### src/rtl/core/ddhb_pkg.sv
// Shared constants, types and the joystick scaling table for the H-bridge PWM block.
package ddhb_pkg;

   // PWM period in counts, and the full-scale command magnitude
   localparam int PERIOD_COUNTS = 1000;
   localparam int CMD_MAX       = 1000;

   // Joystick scaling: deflection * JOY_SCALE_NUM / JOY_SCALE_DEN, truncated toward zero
   localparam int JOY_SCALE_NUM = 999;
   localparam int JOY_SCALE_DEN = 120;

   // Full 8-bit deflection scales to -1065 .. 1057, so one bit beyond 11 is needed
   localparam int JOY_W      = 8;
   localparam int JOY_CODES  = 1 << JOY_W;
   localparam int SCALED_W   = 12;
   localparam int SUM_W      = SCALED_W + 2;
   localparam int MAG_W      = $clog2(CMD_MAX + 1);
   localparam int PHASE_W    = (PERIOD_COUNTS > 2) ? $clog2(PERIOD_COUNTS) : 1;
   localparam int DUTY_W     = $clog2(CMD_MAX * PERIOD_COUNTS + 1);
   localparam int CHANNELS   = 4;

   localparam int REQ_DATA_W = 2 * JOY_W;
   localparam int RSP_DATA_W = 8;

   // Channel order in the pin vector
   localparam int CH_LEFT_FWD  = 0;
   localparam int CH_LEFT_REV  = 1;
   localparam int CH_RIGHT_FWD = 2;
   localparam int CH_RIGHT_REV = 3;

   // Request kinds carried on tuser
   localparam logic REQ_TICK    = 1'b0;
   localparam logic REQ_COMMAND = 1'b1;

   typedef logic signed [SCALED_W-1:0] scaled_type;
   typedef scaled_type scale_table_type [0:JOY_CODES-1];
   typedef logic [DUTY_W-1:0] duty_type;
   typedef duty_type [CHANNELS-1:0] duty_set_type;
   typedef logic [CHANNELS-1:0] pins_type;

   typedef struct packed {
      logic tick;
      logic load;
   } pwm_ctrl_type;

   function automatic scale_table_type build_scale_table();
      scale_table_type t;
      int v;
      for (int i = 0; i < JOY_CODES; i++) begin
         v = (i >= JOY_CODES / 2) ? i - JOY_CODES : i;
         t[i] = scaled_type'((v * JOY_SCALE_NUM) / JOY_SCALE_DEN);
      end
      return t;
   endfunction

   localparam scale_table_type SCALE_TABLE = build_scale_table();

endpackage

### src/rtl/core/differential_drive_hbridge_pwm.sv
// Requests pass an input register, then a result register loaded once the output is free.
// Throughput: one request per cycle unless stalled; a full input register waits for rsp_tready.
// A tick request returns the new pin levels; a command request returns the current ones
// and its duties apply from the next tick on.
// Reset: synchronous, clears phase counter, duties, pin levels and both valid flags.
module differential_drive_hbridge_pwm (
   input  logic                              clock,
   input  logic                              reset,
   input  logic                              req_tvalid,
   output logic                              req_tready,
   input  logic [ddhb_pkg::REQ_DATA_W-1:0]   req_tdata,  // joy_x[7:0], joy_y[15:8]
   input  logic                              req_tuser,  // req_type
   output logic                              rsp_tvalid,
   input  logic                              rsp_tready,
   output logic [ddhb_pkg::RSP_DATA_W-1:0]   rsp_tdata   // left_forward, left_reverse,
                                                         // right_forward, right_reverse,
                                                         // zero [7:4]
);
   import ddhb_pkg::*;

   logic               in_valid_ff, in_valid_in;
   logic               in_kind_ff, in_kind_in;
   logic [JOY_W-1:0]   in_x_ff, in_x_in;
   logic [JOY_W-1:0]   in_y_ff, in_y_in;
   logic               rsp_valid_ff, rsp_valid_in;
   pins_type           rsp_pins_ff, rsp_pins_in;

   logic               out_free;
   logic               advance;
   logic               req_take;
   pwm_ctrl_type       ctrl;
   duty_set_type       duty_set;
   pins_type           pins_now;

   assign out_free   = !rsp_valid_ff || rsp_tready;
   assign advance    = in_valid_ff && out_free;
   assign req_tready = !in_valid_ff || out_free;
   assign req_take   = req_tvalid && req_tready;

   assign ctrl.tick = advance && (in_kind_ff == REQ_TICK);
   assign ctrl.load = advance && (in_kind_ff == REQ_COMMAND);

   ddhb_cmd u_cmd (
      .joy_x    (in_x_ff),
      .joy_y    (in_y_ff),
      .duty_set (duty_set)
   );

   ddhb_pwm u_pwm (
      .clock    (clock),
      .reset    (reset),
      .ctrl     (ctrl),
      .duty_set (duty_set),
      .pins_out (pins_now)
   );

   always_comb begin
      in_valid_in = in_valid_ff;
      in_kind_in  = in_kind_ff;
      in_x_in     = in_x_ff;
      in_y_in     = in_y_ff;
      if (req_take) begin
         in_valid_in = 1'b1;
         in_kind_in  = req_tuser;
         in_x_in     = req_tdata[JOY_W-1:0];
         in_y_in     = req_tdata[2*JOY_W-1:JOY_W];
      end else if (advance) begin
         in_valid_in = 1'b0;
      end
   end

   always_comb begin
      rsp_valid_in = rsp_valid_ff;
      rsp_pins_in  = rsp_pins_ff;
      if (advance) begin
         rsp_valid_in = 1'b1;
         rsp_pins_in  = pins_now;
      end else if (rsp_tready) begin
         rsp_valid_in = 1'b0;
      end
   end

   always_ff @(posedge clock) begin
      if (reset) begin
         in_valid_ff  <= 1'b0;
         rsp_valid_ff <= 1'b0;
      end else begin
         in_valid_ff  <= in_valid_in;
         rsp_valid_ff <= rsp_valid_in;
      end
   end

   // Payload holds without reset
   always_ff @(posedge clock) begin
      in_kind_ff  <= in_kind_in;
      in_x_ff     <= in_x_in;
      in_y_ff     <= in_y_in;
      rsp_pins_ff <= rsp_pins_in;
   end

   assign rsp_tvalid = rsp_valid_ff;
   assign rsp_tdata  = {(RSP_DATA_W - CHANNELS)'(0), rsp_pins_ff};

endmodule

### src/rtl/core/ddhb_cmd.sv
// Joystick command decode: axis scaling, mixing, saturation and duty thresholds.
module ddhb_cmd (
   input  logic [ddhb_pkg::JOY_W-1:0] joy_x,
   input  logic [ddhb_pkg::JOY_W-1:0] joy_y,
   output ddhb_pkg::duty_set_type     duty_set
);
   import ddhb_pkg::*;

   scaled_type           x_speed;
   scaled_type           y_speed;
   logic signed [SUM_W-1:0] left_cmd;
   logic signed [SUM_W-1:0] right_cmd;
   duty_type             left_duty;
   duty_type             right_duty;

   // Saturated magnitude times the period; compared later against (phase+1)*CMD_MAX
   function automatic duty_type to_duty(logic signed [SUM_W-1:0] cmd);
      logic [SUM_W-1:0] mag;
      logic [MAG_W-1:0] sat;
      mag = cmd[SUM_W-1] ? SUM_W'(-cmd) : SUM_W'(cmd);
      sat = (mag > SUM_W'(CMD_MAX)) ? MAG_W'(CMD_MAX) : mag[MAG_W-1:0];
      return DUTY_W'(sat) * DUTY_W'(PERIOD_COUNTS);
   endfunction

   assign x_speed   = SCALE_TABLE[joy_x];
   assign y_speed   = SCALE_TABLE[joy_y];
   assign left_cmd  = SUM_W'(x_speed) + SUM_W'(y_speed);
   assign right_cmd = SUM_W'(x_speed) - SUM_W'(y_speed);

   assign left_duty  = to_duty(left_cmd);
   assign right_duty = to_duty(right_cmd);

   always_comb begin
      duty_set = '0;
      if (left_cmd > 0) begin
         duty_set[CH_LEFT_FWD] = left_duty;
      end else if (left_cmd < 0) begin
         duty_set[CH_LEFT_REV] = left_duty;
      end
      if (right_cmd > 0) begin
         duty_set[CH_RIGHT_FWD] = right_duty;
      end else if (right_cmd < 0) begin
         duty_set[CH_RIGHT_REV] = right_duty;
      end
   end

endmodule

### src/rtl/core/ddhb_pwm.sv
// PWM core: phase counter, per-channel duty registers and pin level register.
module ddhb_pwm (
   input  logic                    clock,
   input  logic                    reset,
   input  ddhb_pkg::pwm_ctrl_type  ctrl,
   input  ddhb_pkg::duty_set_type  duty_set,
   output ddhb_pkg::pins_type      pins_out
);
   import ddhb_pkg::*;

   logic [PHASE_W-1:0] phase_ff, phase_in;
   duty_set_type       duty_ff, duty_in;
   pins_type           pins_ff, pins_in;
   logic [PHASE_W:0]   phase_next;
   duty_type           threshold;
   logic               last_phase;
   pins_type           pins_tick;

   assign phase_next = {1'b0, phase_ff} + 1'b1;
   assign threshold  = DUTY_W'(phase_next) * DUTY_W'(CMD_MAX);
   assign last_phase = (phase_ff == PHASE_W'(PERIOD_COUNTS - 1));

   // Compare is capped at period-1, so nothing stays high on the last phase
   always_comb begin
      for (int i = 0; i < CHANNELS; i++) begin
         pins_tick[i] = !last_phase && (duty_ff[i] >= threshold);
      end
   end

   always_comb begin
      phase_in = phase_ff;
      duty_in  = duty_ff;
      pins_in  = pins_ff;
      if (ctrl.tick) begin
         pins_in  = pins_tick;
         phase_in = last_phase ? '0 : phase_next[PHASE_W-1:0];
      end
      if (ctrl.load) begin
         duty_in = duty_set;
      end
   end

   always_ff @(posedge clock) begin
      if (reset) begin
         phase_ff <= '0;
         duty_ff  <= '0;
         pins_ff  <= '0;
      end else begin
         phase_ff <= phase_in;
         duty_ff  <= duty_in;
         pins_ff  <= pins_in;
      end
   end

   assign pins_out = pins_in;

endmodule

### config.mk
export PLATFORM = sky130hd
export DESIGN_NAME = differential_drive_hbridge_pwm
export DESIGN_NICKNAME = d
export VERILOG_FILES = /design/src/rtl/core/ddhb_pkg.sv /design/src/rtl/core/differential_drive_hbridge_pwm.sv /design/src/rtl/core/ddhb_cmd.sv /design/src/rtl/core/ddhb_pwm.sv
export SDC_FILE = /design/constraint.sdc
export NUM_CORES = 1
export LEC_CHECK = 0
export BUFFER_PORTS_ARGS = -buffer_cell sky130_fd_sc_hd__buf_2
export CAP_MARGIN = 5
export CORE_ASPECT_RATIO = 2
export CORE_UTILIZATION = 53
export DETAILED_ROUTE_END_ITERATION = 16
export GPL_TIMING_DRIVEN = 0
export HOLD_SLACK_MARGIN = 0.15
export PLACE_DENSITY = 0.78
export SLEW_MARGIN = 20
export SYNTH_ARGS = -nofsm -noshare
export SYNTH_HDL_FRONTEND = slang
export SYNTH_SLANG_ARGS = --single-unit
### constraint.sdc
create_clock -name clock -period 11.64 [get_ports clock]
set_input_delay 2.328 -clock clock [delete_from_list [all_inputs] [get_ports clock]]
set_output_delay 2.328 -clock clock [all_outputs]
set_load 0.02 [all_outputs]
* Yosys cells after proc, flatten, opt, wreduce, memory -nomap -nowiden
Memory sizes are Yosys's and may differ from the RTL's.
Index checks and enable logic that the tools add are counted.
** Cells by class
- Add/subtract/negate cells :: 5
- $mul :: 3
- Magnitude comparators :: 12
- Equal/unequal tests :: 1
- Muxes and demuxes :: 20
- Bitwise gates (word level) :: 3
- Reduce and logical (&&, ||, !) cells :: 15
** Operator list (count)
- two-way mux 20 bit :: 6
- greater-or-equal comparator 20 bit :: 4
- two-way mux 12 bit :: 4
- multiplier 10 x 7 -> 17 bit (second input constant) :: 2
- two-way mux 10 bit :: 3
- greater-than comparator 14 x 10 -> 1 bit (second input constant) :: 2
- two-way mux 14 bit :: 2
- negator 13 -> 14 bit :: 2
- greater-than comparator 13 x 1 -> 1 bit (second input constant) :: 2
- < comparator 13 x 1 -> 1 bit (second input constant) :: 2
- greater-or-equal comparator 9 bit (second input constant) :: 2
- NOT 8 -> 9 bit :: 2
- multiplier 11 x 7 -> 17 bit (second input constant) :: 1
- adder 12 x 12 -> 13 bit :: 1
- subtractor 12 x 12 -> 13 bit :: 1
- adder 10 x 1 -> 11 bit (second input constant) :: 1
- equality test 10 bit (second input constant) :: 1
- logical AND 1 bit :: 8
- two-way mux 1 bit :: 4
- two-way mux 4 bit :: 1
- nonzero test 2 bit :: 2
- logical NOT 1 bit :: 3
- logical OR 1 bit :: 2
- NOT 1 bit :: 1
** Storage, ports and cells
- Register bits :: 117
- Bits in read-only memories :: 6144
- Input port bits :: 21
- Output and inout bits :: 10
- Word-level logic and storage cells :: 73
- Memories kept :: 2
** Memory list
- (name not given) :: words 256, bits a word 12, rd ports 1, clocked after memory_dff 0, wr ports 0, line ddhb_cmd.sv:25 : assign x_speed = SCALE_TABLE[joy_x];
- (name not given) :: words 256, bits a word 12, rd ports 1, clocked after memory_dff 0, wr ports 0, line ddhb_cmd.sv:26 : assign y_speed = SCALE_TABLE[joy_y];

* Longest topological paths before layout
- Depth after elaboration :: 12
- Depth in mapped cells :: 46

* Hierarchy
A second synthesis with hierarchy kept.
** Second synthesis, totals
- Cells, all modules :: 2341
- Area, all modules :: 17951.0 µm²
** By module, submodules not included
- ddhb_cmd :: times used 1, cells an instance 1601, area an instance 10536.4 µm²
- ddhb_pwm :: times used 1, cells an instance 702, area an instance 6628.9 µm²
- differential_drive_hbridge_pwm :: times used 1, cells an instance 38, area an instance 785.8 µm²

* Least setup slack after synthesis
No wires, ideal clock.
- Kind :: reg-to-reg
- Start point :: register in_y_ff[1]
- End point :: register u_pwm.duty_ff[59] in the netlist's numbering
- Library setup time :: 117 ps
- Data arrival time :: 9397 ps
- Data required time :: 11523 ps
- Setup slack :: 2126 ps
- Stages on the path, launching flop included :: 46
- Path buffers :: 2
- Period minus slack after synthesis :: 9514 ps
- Cell sequence :: edfxtp_1 -> clkbuf_1 -> inv_1 -> ha_1 -> nor2b_1 -> nor3_1 -> nor2_1 -> nand2_1 -> o211ai_1 -> o311ai_0 -> o21ai_0 -> o21ai_0 -> a21oi_1 -> o21ai_0 -> ha_1 -> inv_1 -> fa_1 -> inv_1 -> [10 not listed] -> buf_4 -> nand2_1 -> fa_1 -> inv_1 -> fa_1 -> fa_1 -> fa_1 -> inv_1 -> ha_1 -> nor2_1 -> nor2_1 -> a31oi_1 -> nor2b_1 -> o21a_1 -> o41a_1 -> a31oi_1 -> xnor2_1 -> a32o_1
** Between the ends
- Longest elaborated chain between the ends :: 11
** RTL lines
- start, declared :: line differential_drive_hbridge_pwm.sv:24 : logic [JOY_W-1:0] in_y_ff, in_y_in;
- start signal, assigned :: line differential_drive_hbridge_pwm.sv:97 : in_y_ff <= in_y_in;
- NOT 8 -> 9 bit (implied by the code) * :: line ddhb_cmd.sv:26
- memory (256 x 12 bit) *
- two-way mux 12 bit (implied by the code) * (2 in a row) :: line ddhb_cmd.sv:26
- subtractor 12 x 12 -> 13 bit * :: line ddhb_cmd.sv:28 : assign right_cmd = SUM_W'(x_speed) - SUM_W'(y_speed);
- negator 13 -> 14 bit :: line ddhb_cmd.sv:20 : mag = cmd[SUM_W-1] ? SUM_W'(-cmd) : SUM_W'(cmd);
- two-way mux 14 bit :: line ddhb_cmd.sv:20
- greater-than comparator 14 x 10 -> 1 bit :: line ddhb_cmd.sv:21 : sat = (mag > SUM_W'(CMD_MAX)) ? MAG_W'(CMD_MAX) : mag[MAG_W-1:0];
- two-way mux 10 bit :: line ddhb_cmd.sv:21
- multiplier 10 x 7 -> 17 bit :: line ddhb_cmd.sv:22 : return DUTY_W'(sat) * DUTY_W'(PERIOD_COUNTS);
- two-way mux 20 bit * :: line ddhb_cmd.sv:40 : if (right_cmd > 0) begin
- end signal, assigned :: line ddhb_pwm.sv:50 : duty_ff <= duty_in;
- end, declared :: line ddhb_pwm.sv:12 : duty_set_type duty_ff, duty_in;
Mark *: on every way between the ends. The rest lies on a longest branch, timed or not. The select of a mux whose other input is x is not followed.
A chain may end at the register's enable or synchronous reset.

* Final worst setup path
- Start point :: register in_y_ff[4]
- End point :: register u_pwm.duty_ff[79] in the netlist's numbering
** Between the ends
- Longest elaborated chain between the ends :: 12
** RTL lines
- NOT 8 -> 9 bit (implied by the code) * :: line ddhb_cmd.sv:26
- memory (256 x 12 bit) *
- two-way mux 12 bit (implied by the code) * (2 in a row) :: line ddhb_cmd.sv:26
- subtractor 12 x 12 -> 13 bit * :: line ddhb_cmd.sv:28
- negator 13 -> 14 bit :: line ddhb_cmd.sv:20
- two-way mux 14 bit :: line ddhb_cmd.sv:20
- greater-than comparator 14 x 10 -> 1 bit :: line ddhb_cmd.sv:21
- two-way mux 10 bit :: line ddhb_cmd.sv:21
- multiplier 10 x 7 -> 17 bit :: line ddhb_cmd.sv:22
- two-way mux 20 bit :: line ddhb_cmd.sv:42 : end else if (right_cmd < 0) begin
- two-way mux 20 bit * :: line ddhb_cmd.sv:40
Marks and branches as above.

==> impl.org <==
** Global routing
- The number of global-route vias before repair is 18060.
- The number of antenna violations at the first check in global routing was 1.
- Total global-route track usage :: 0.3781
- Global routing finished with a remaining overflow of 0.
- The first global-routing pass estimated 95230 um of wire.
- Entering global routing, the biggest net connects 21 pins.

** Timing
- Setup Skew :: 0.02291 ns
- Pin slew with the least headroom to its limit :: 1.151 ns
- The hold violation total from the final report was 0.
- For the finished layout, the period the worst path requires is 11.21 ns.
- Worst slew margin :: 0.2302
- Hold is met by 0.4625 ns.
- Static timing analysis puts the maximum clock frequency at 89.21 MHz.
- Setup repair after global routing missed its margin :: false
- Max Transition Viols Final :: 0
- Setup-violating endpoint count in the final report :: 0
- Of the available clock period, the critical path in the final layout requires 0.9630.

** Place
- Detailed placement HPWL :: 48490 um
- Number of I/O port buffers :: 25
- Routability-driven placement finished with a final weighted congestion of 1.072.

** Layout
- Across the whole layout, storage elements account for 2312 um^2.
- Fraction of final layout cells sized beyond drive strength 1 :: 0.05939
- Number of nets in the finished design :: 2645
- Post-synthesis to final-layout area growth :: 6.515%
- Layout filler cell count :: 2951
- Area of the multi-input gates :: 13580 um^2

** Clock tree
- Clock-pin slew was measured on the worst setup and hold paths at 0.08 ns.
- CTS tree :: done
- Counting every sink on the clock net gives 105.
- In this run, CTS created clock tree buffers numbering 9.
- Worst skew pair latency :: 0.40 ns
- Clock root buffer master :: clkbuf_16
- CTS built an H-tree with a depth of 3.
- Counting along the longest clock path gives a buffer depth of 2.
- After clock tree synthesis, the flow added hold-fix buffers numbering 0.

** Logic synthesis
- The Yosys step of the flow raised 0 warnings.
- Dividing the synthesized area by the synthesized cell count gives 7.650 um^2.
- In the synthesized netlist, the number of instances is 2242.
- Counting flops and latches in the post-synthesis netlist gives 105.
- Register area share after synthesis :: 0.1348
- Area share of the leading cell type in the synthesized netlist :: 0.1816
- After synthesis, the share of flip-flops with an asynchronous set or reset is 0.
- Ranking of synthesized cells by area :: ha_1, fa_1, dfxtp_1
- Count of flip-flops with a built-in enable after synthesis :: 21
- Most frequently used flop master after synthesis :: dfxtp_1
- Post-synthesis cell area :: 17150 um^2
- The netlist uses 85 different library cells.
- Summed over all instances, the cell type with the most area after synthesis is ha_1.

** Die
- The total area inside the core boundary comes to 31660 um^2.
- Die outline width :: 129.2 um
- For this design the top-level I/O count stands at 31.
- Site Rows :: 92
- The die covers 33130 um^2.
- Chip Height :: 256.4 um
- The initial utilization of the core area, before any placement, comes to 0.5418.

** Critical path
- Worst setup path category :: register to register
- Crit path required time :: 11.92 ns
- Broken down by cell family, the worst path's largest delay share belongs to compound AO/OA/AOI/OAI gates.
- Worst path slowest cell :: clkbuf_1
- The critical path contains buffers and inverters numbering 6 combined.
- STA classifies the critical path endpoint as a register.
- Startpoint Class :: register
- Endpoint arrival time on the critical path :: 11.49 ns
- In this design, the critical path's most frequently occurring cell is fa_1.
- Crit path largest cell delay :: 0.56 ns
- Along the worst path, the maximum fanout reaches 10.

** Routing
- Via count :: 17560
- Antenna-violating nets left :: 0
- Routed length per instance :: 22.59 um
- Drt via density :: 6.470
- Drt first-iter violations :: 1371
- Pre-Repair DR Iteration Count :: 8
- Wire length after detailed routing :: 61300 um
- For this run, design rule violations remaining after detail routing come to 0.

** Outcome
- Result of the run :: finished clean

** Run
- Count of maximum capacitance violations :: 0

** Min path
- The min-delay analysis places its worst path in the category register to register.
-- stage by stage --
step | util | setup TNS, ns | area [um^2] | worst slack (ns) | std cells
after floorplan | - | 0 | 17160 | 2.126 | 2245
after global placement | 0.5628 | -0.9053 | 17820 | -0.2446 | 2693
after detailed placement | 0.5629 | -1.276 | 17820 | -0.3601 | 2693
after CTS | 0.5730 | 0 | 18140 | 0.01766 | 2709
after global routing | 0.5770 | 0 | 18270 | 0.003765 | 2713
final | 0.5771 | 0 | 18270 | 0.4311 | 2714
-- layout make-up --
class / instances / area share
Antenna cell: 1 / 0.0001370
Buffer: 139 / 0.03226
Clock buffer: 10 / 0.01370
Clock inverter: 6 / 0.003561
Inverter: 204 / 0.04233
Multi-Input combinational cell: 1795 / 0.7432
Sequential cell: 105 / 0.1266
Tap cell: 423 / 0.02897
Timing Repair Buffer: 31 / 0.009314
-- layout by cell type (no fill, tap or decap), types with 30 or more instances in the layout --
cell,n
nor3_1,47
a22oi_1,40
inv_1,191
clkbuf_1,99
xor2_1,34
nand3_1,67
a21o_1,32
o21ai_0,140
nor2_1,208
nand2_1,196
ha_1,247
dfxtp_1,84
xnor2_1,53
fa_1,90
nor2b_1,30
a21oi_1,197
-- layer usage --
metal | share of wire | GRT usage | vias up
met1 | 0.31 | 0.3351 | 8185
li1 | - | - | 8032
met5 | 0 | 0 | -
met4 | 0.12 | 0.3886 | 0
met3 | 0.071 | 0.07574 | 423
met2 | 0.51 | 0.6752 | 920
-- path summary, 6_finish.rpt --
check                                 startpoint                              to  slack, ns  cells past startpoint
setup / recovery            in_y_ff[4]$_DFFE_PP_  u_pwm.duty_ff[79]$_SDFFE_PP0P_       0.43                     38
setup reg to reg            in_y_ff[4]$_DFFE_PP_  u_pwm.duty_ff[79]$_SDFFE_PP0P_       0.43                     38
hold reg to reg   u_pwm.duty_ff[53]$_SDFFE_PP0P_  u_pwm.duty_ff[53]$_SDFFE_PP0P_       0.46                      2
hold / removal    u_pwm.duty_ff[53]$_SDFFE_PP0P_  u_pwm.duty_ff[53]$_SDFFE_PP0P_       0.46                      2
-- state kept, by name, summed over array words and instances (netlist names) --
register,flops
in_kind_ff,1
u_pwm.pins_ff,4
u_pwm.duty_ff,68
in_y_ff,8
in_valid_ff,1
rsp_tvalid,1
in_x_ff,8
u_pwm.phase_ff,10
rsp_pins_ff,4
-- worst min-delay path, cell delays in order (launching register included) --
cell and delay [ns]:
dfxtp_1 0.32, nand2_1 0.05, a21oi_1 0.05
-- cell usage after synthesis (all sizes together), types with 10 or more instances --
cell / instances
nor4: 11
xor2: 34
a21oi: 199
inv: 200
clkbuf: 110
nand4b: 10
o21a: 25
nand2b: 19
and3: 15
or3: 10
and2: 20
nor3: 48
o22ai: 12
buf: 31
a31oi: 26
o31ai: 12
edfxtp: 21
fa: 90
a211oi: 32
a311oi: 10
mux2i: 13
a22oi: 40
a21o: 32
o21ai: 149
nor2: 208
ha: 249
nand2: 196
dfxtp: 84
nand4: 14
xnor2: 57
nor2b: 31
a221oi: 10
o211ai: 28
nand3: 68
-- cell families after synthesis --
family / Yosys count / synth area share
xor+xnor: 91 / 0.04691
fa+ha+maj: 339 / 0.2867
other cells: 1 / 0.0002186
flops: 105 / 0.1348
mux: 27 / 0.02269
buf+inv: 345 / 0.07842
simple gates: 681 / 0.1872
compound gates: 653 / 0.2431
-- what timing repair did --
item,CTS,global route
buffers inserted,0,6
pin swaps,0,2
gates resized for setup,3,37
setup endpoints to repair,9,16
Power is not shown: default switching activity piles up to over one toggle a cycle in this logic, so the estimate is an artifact.
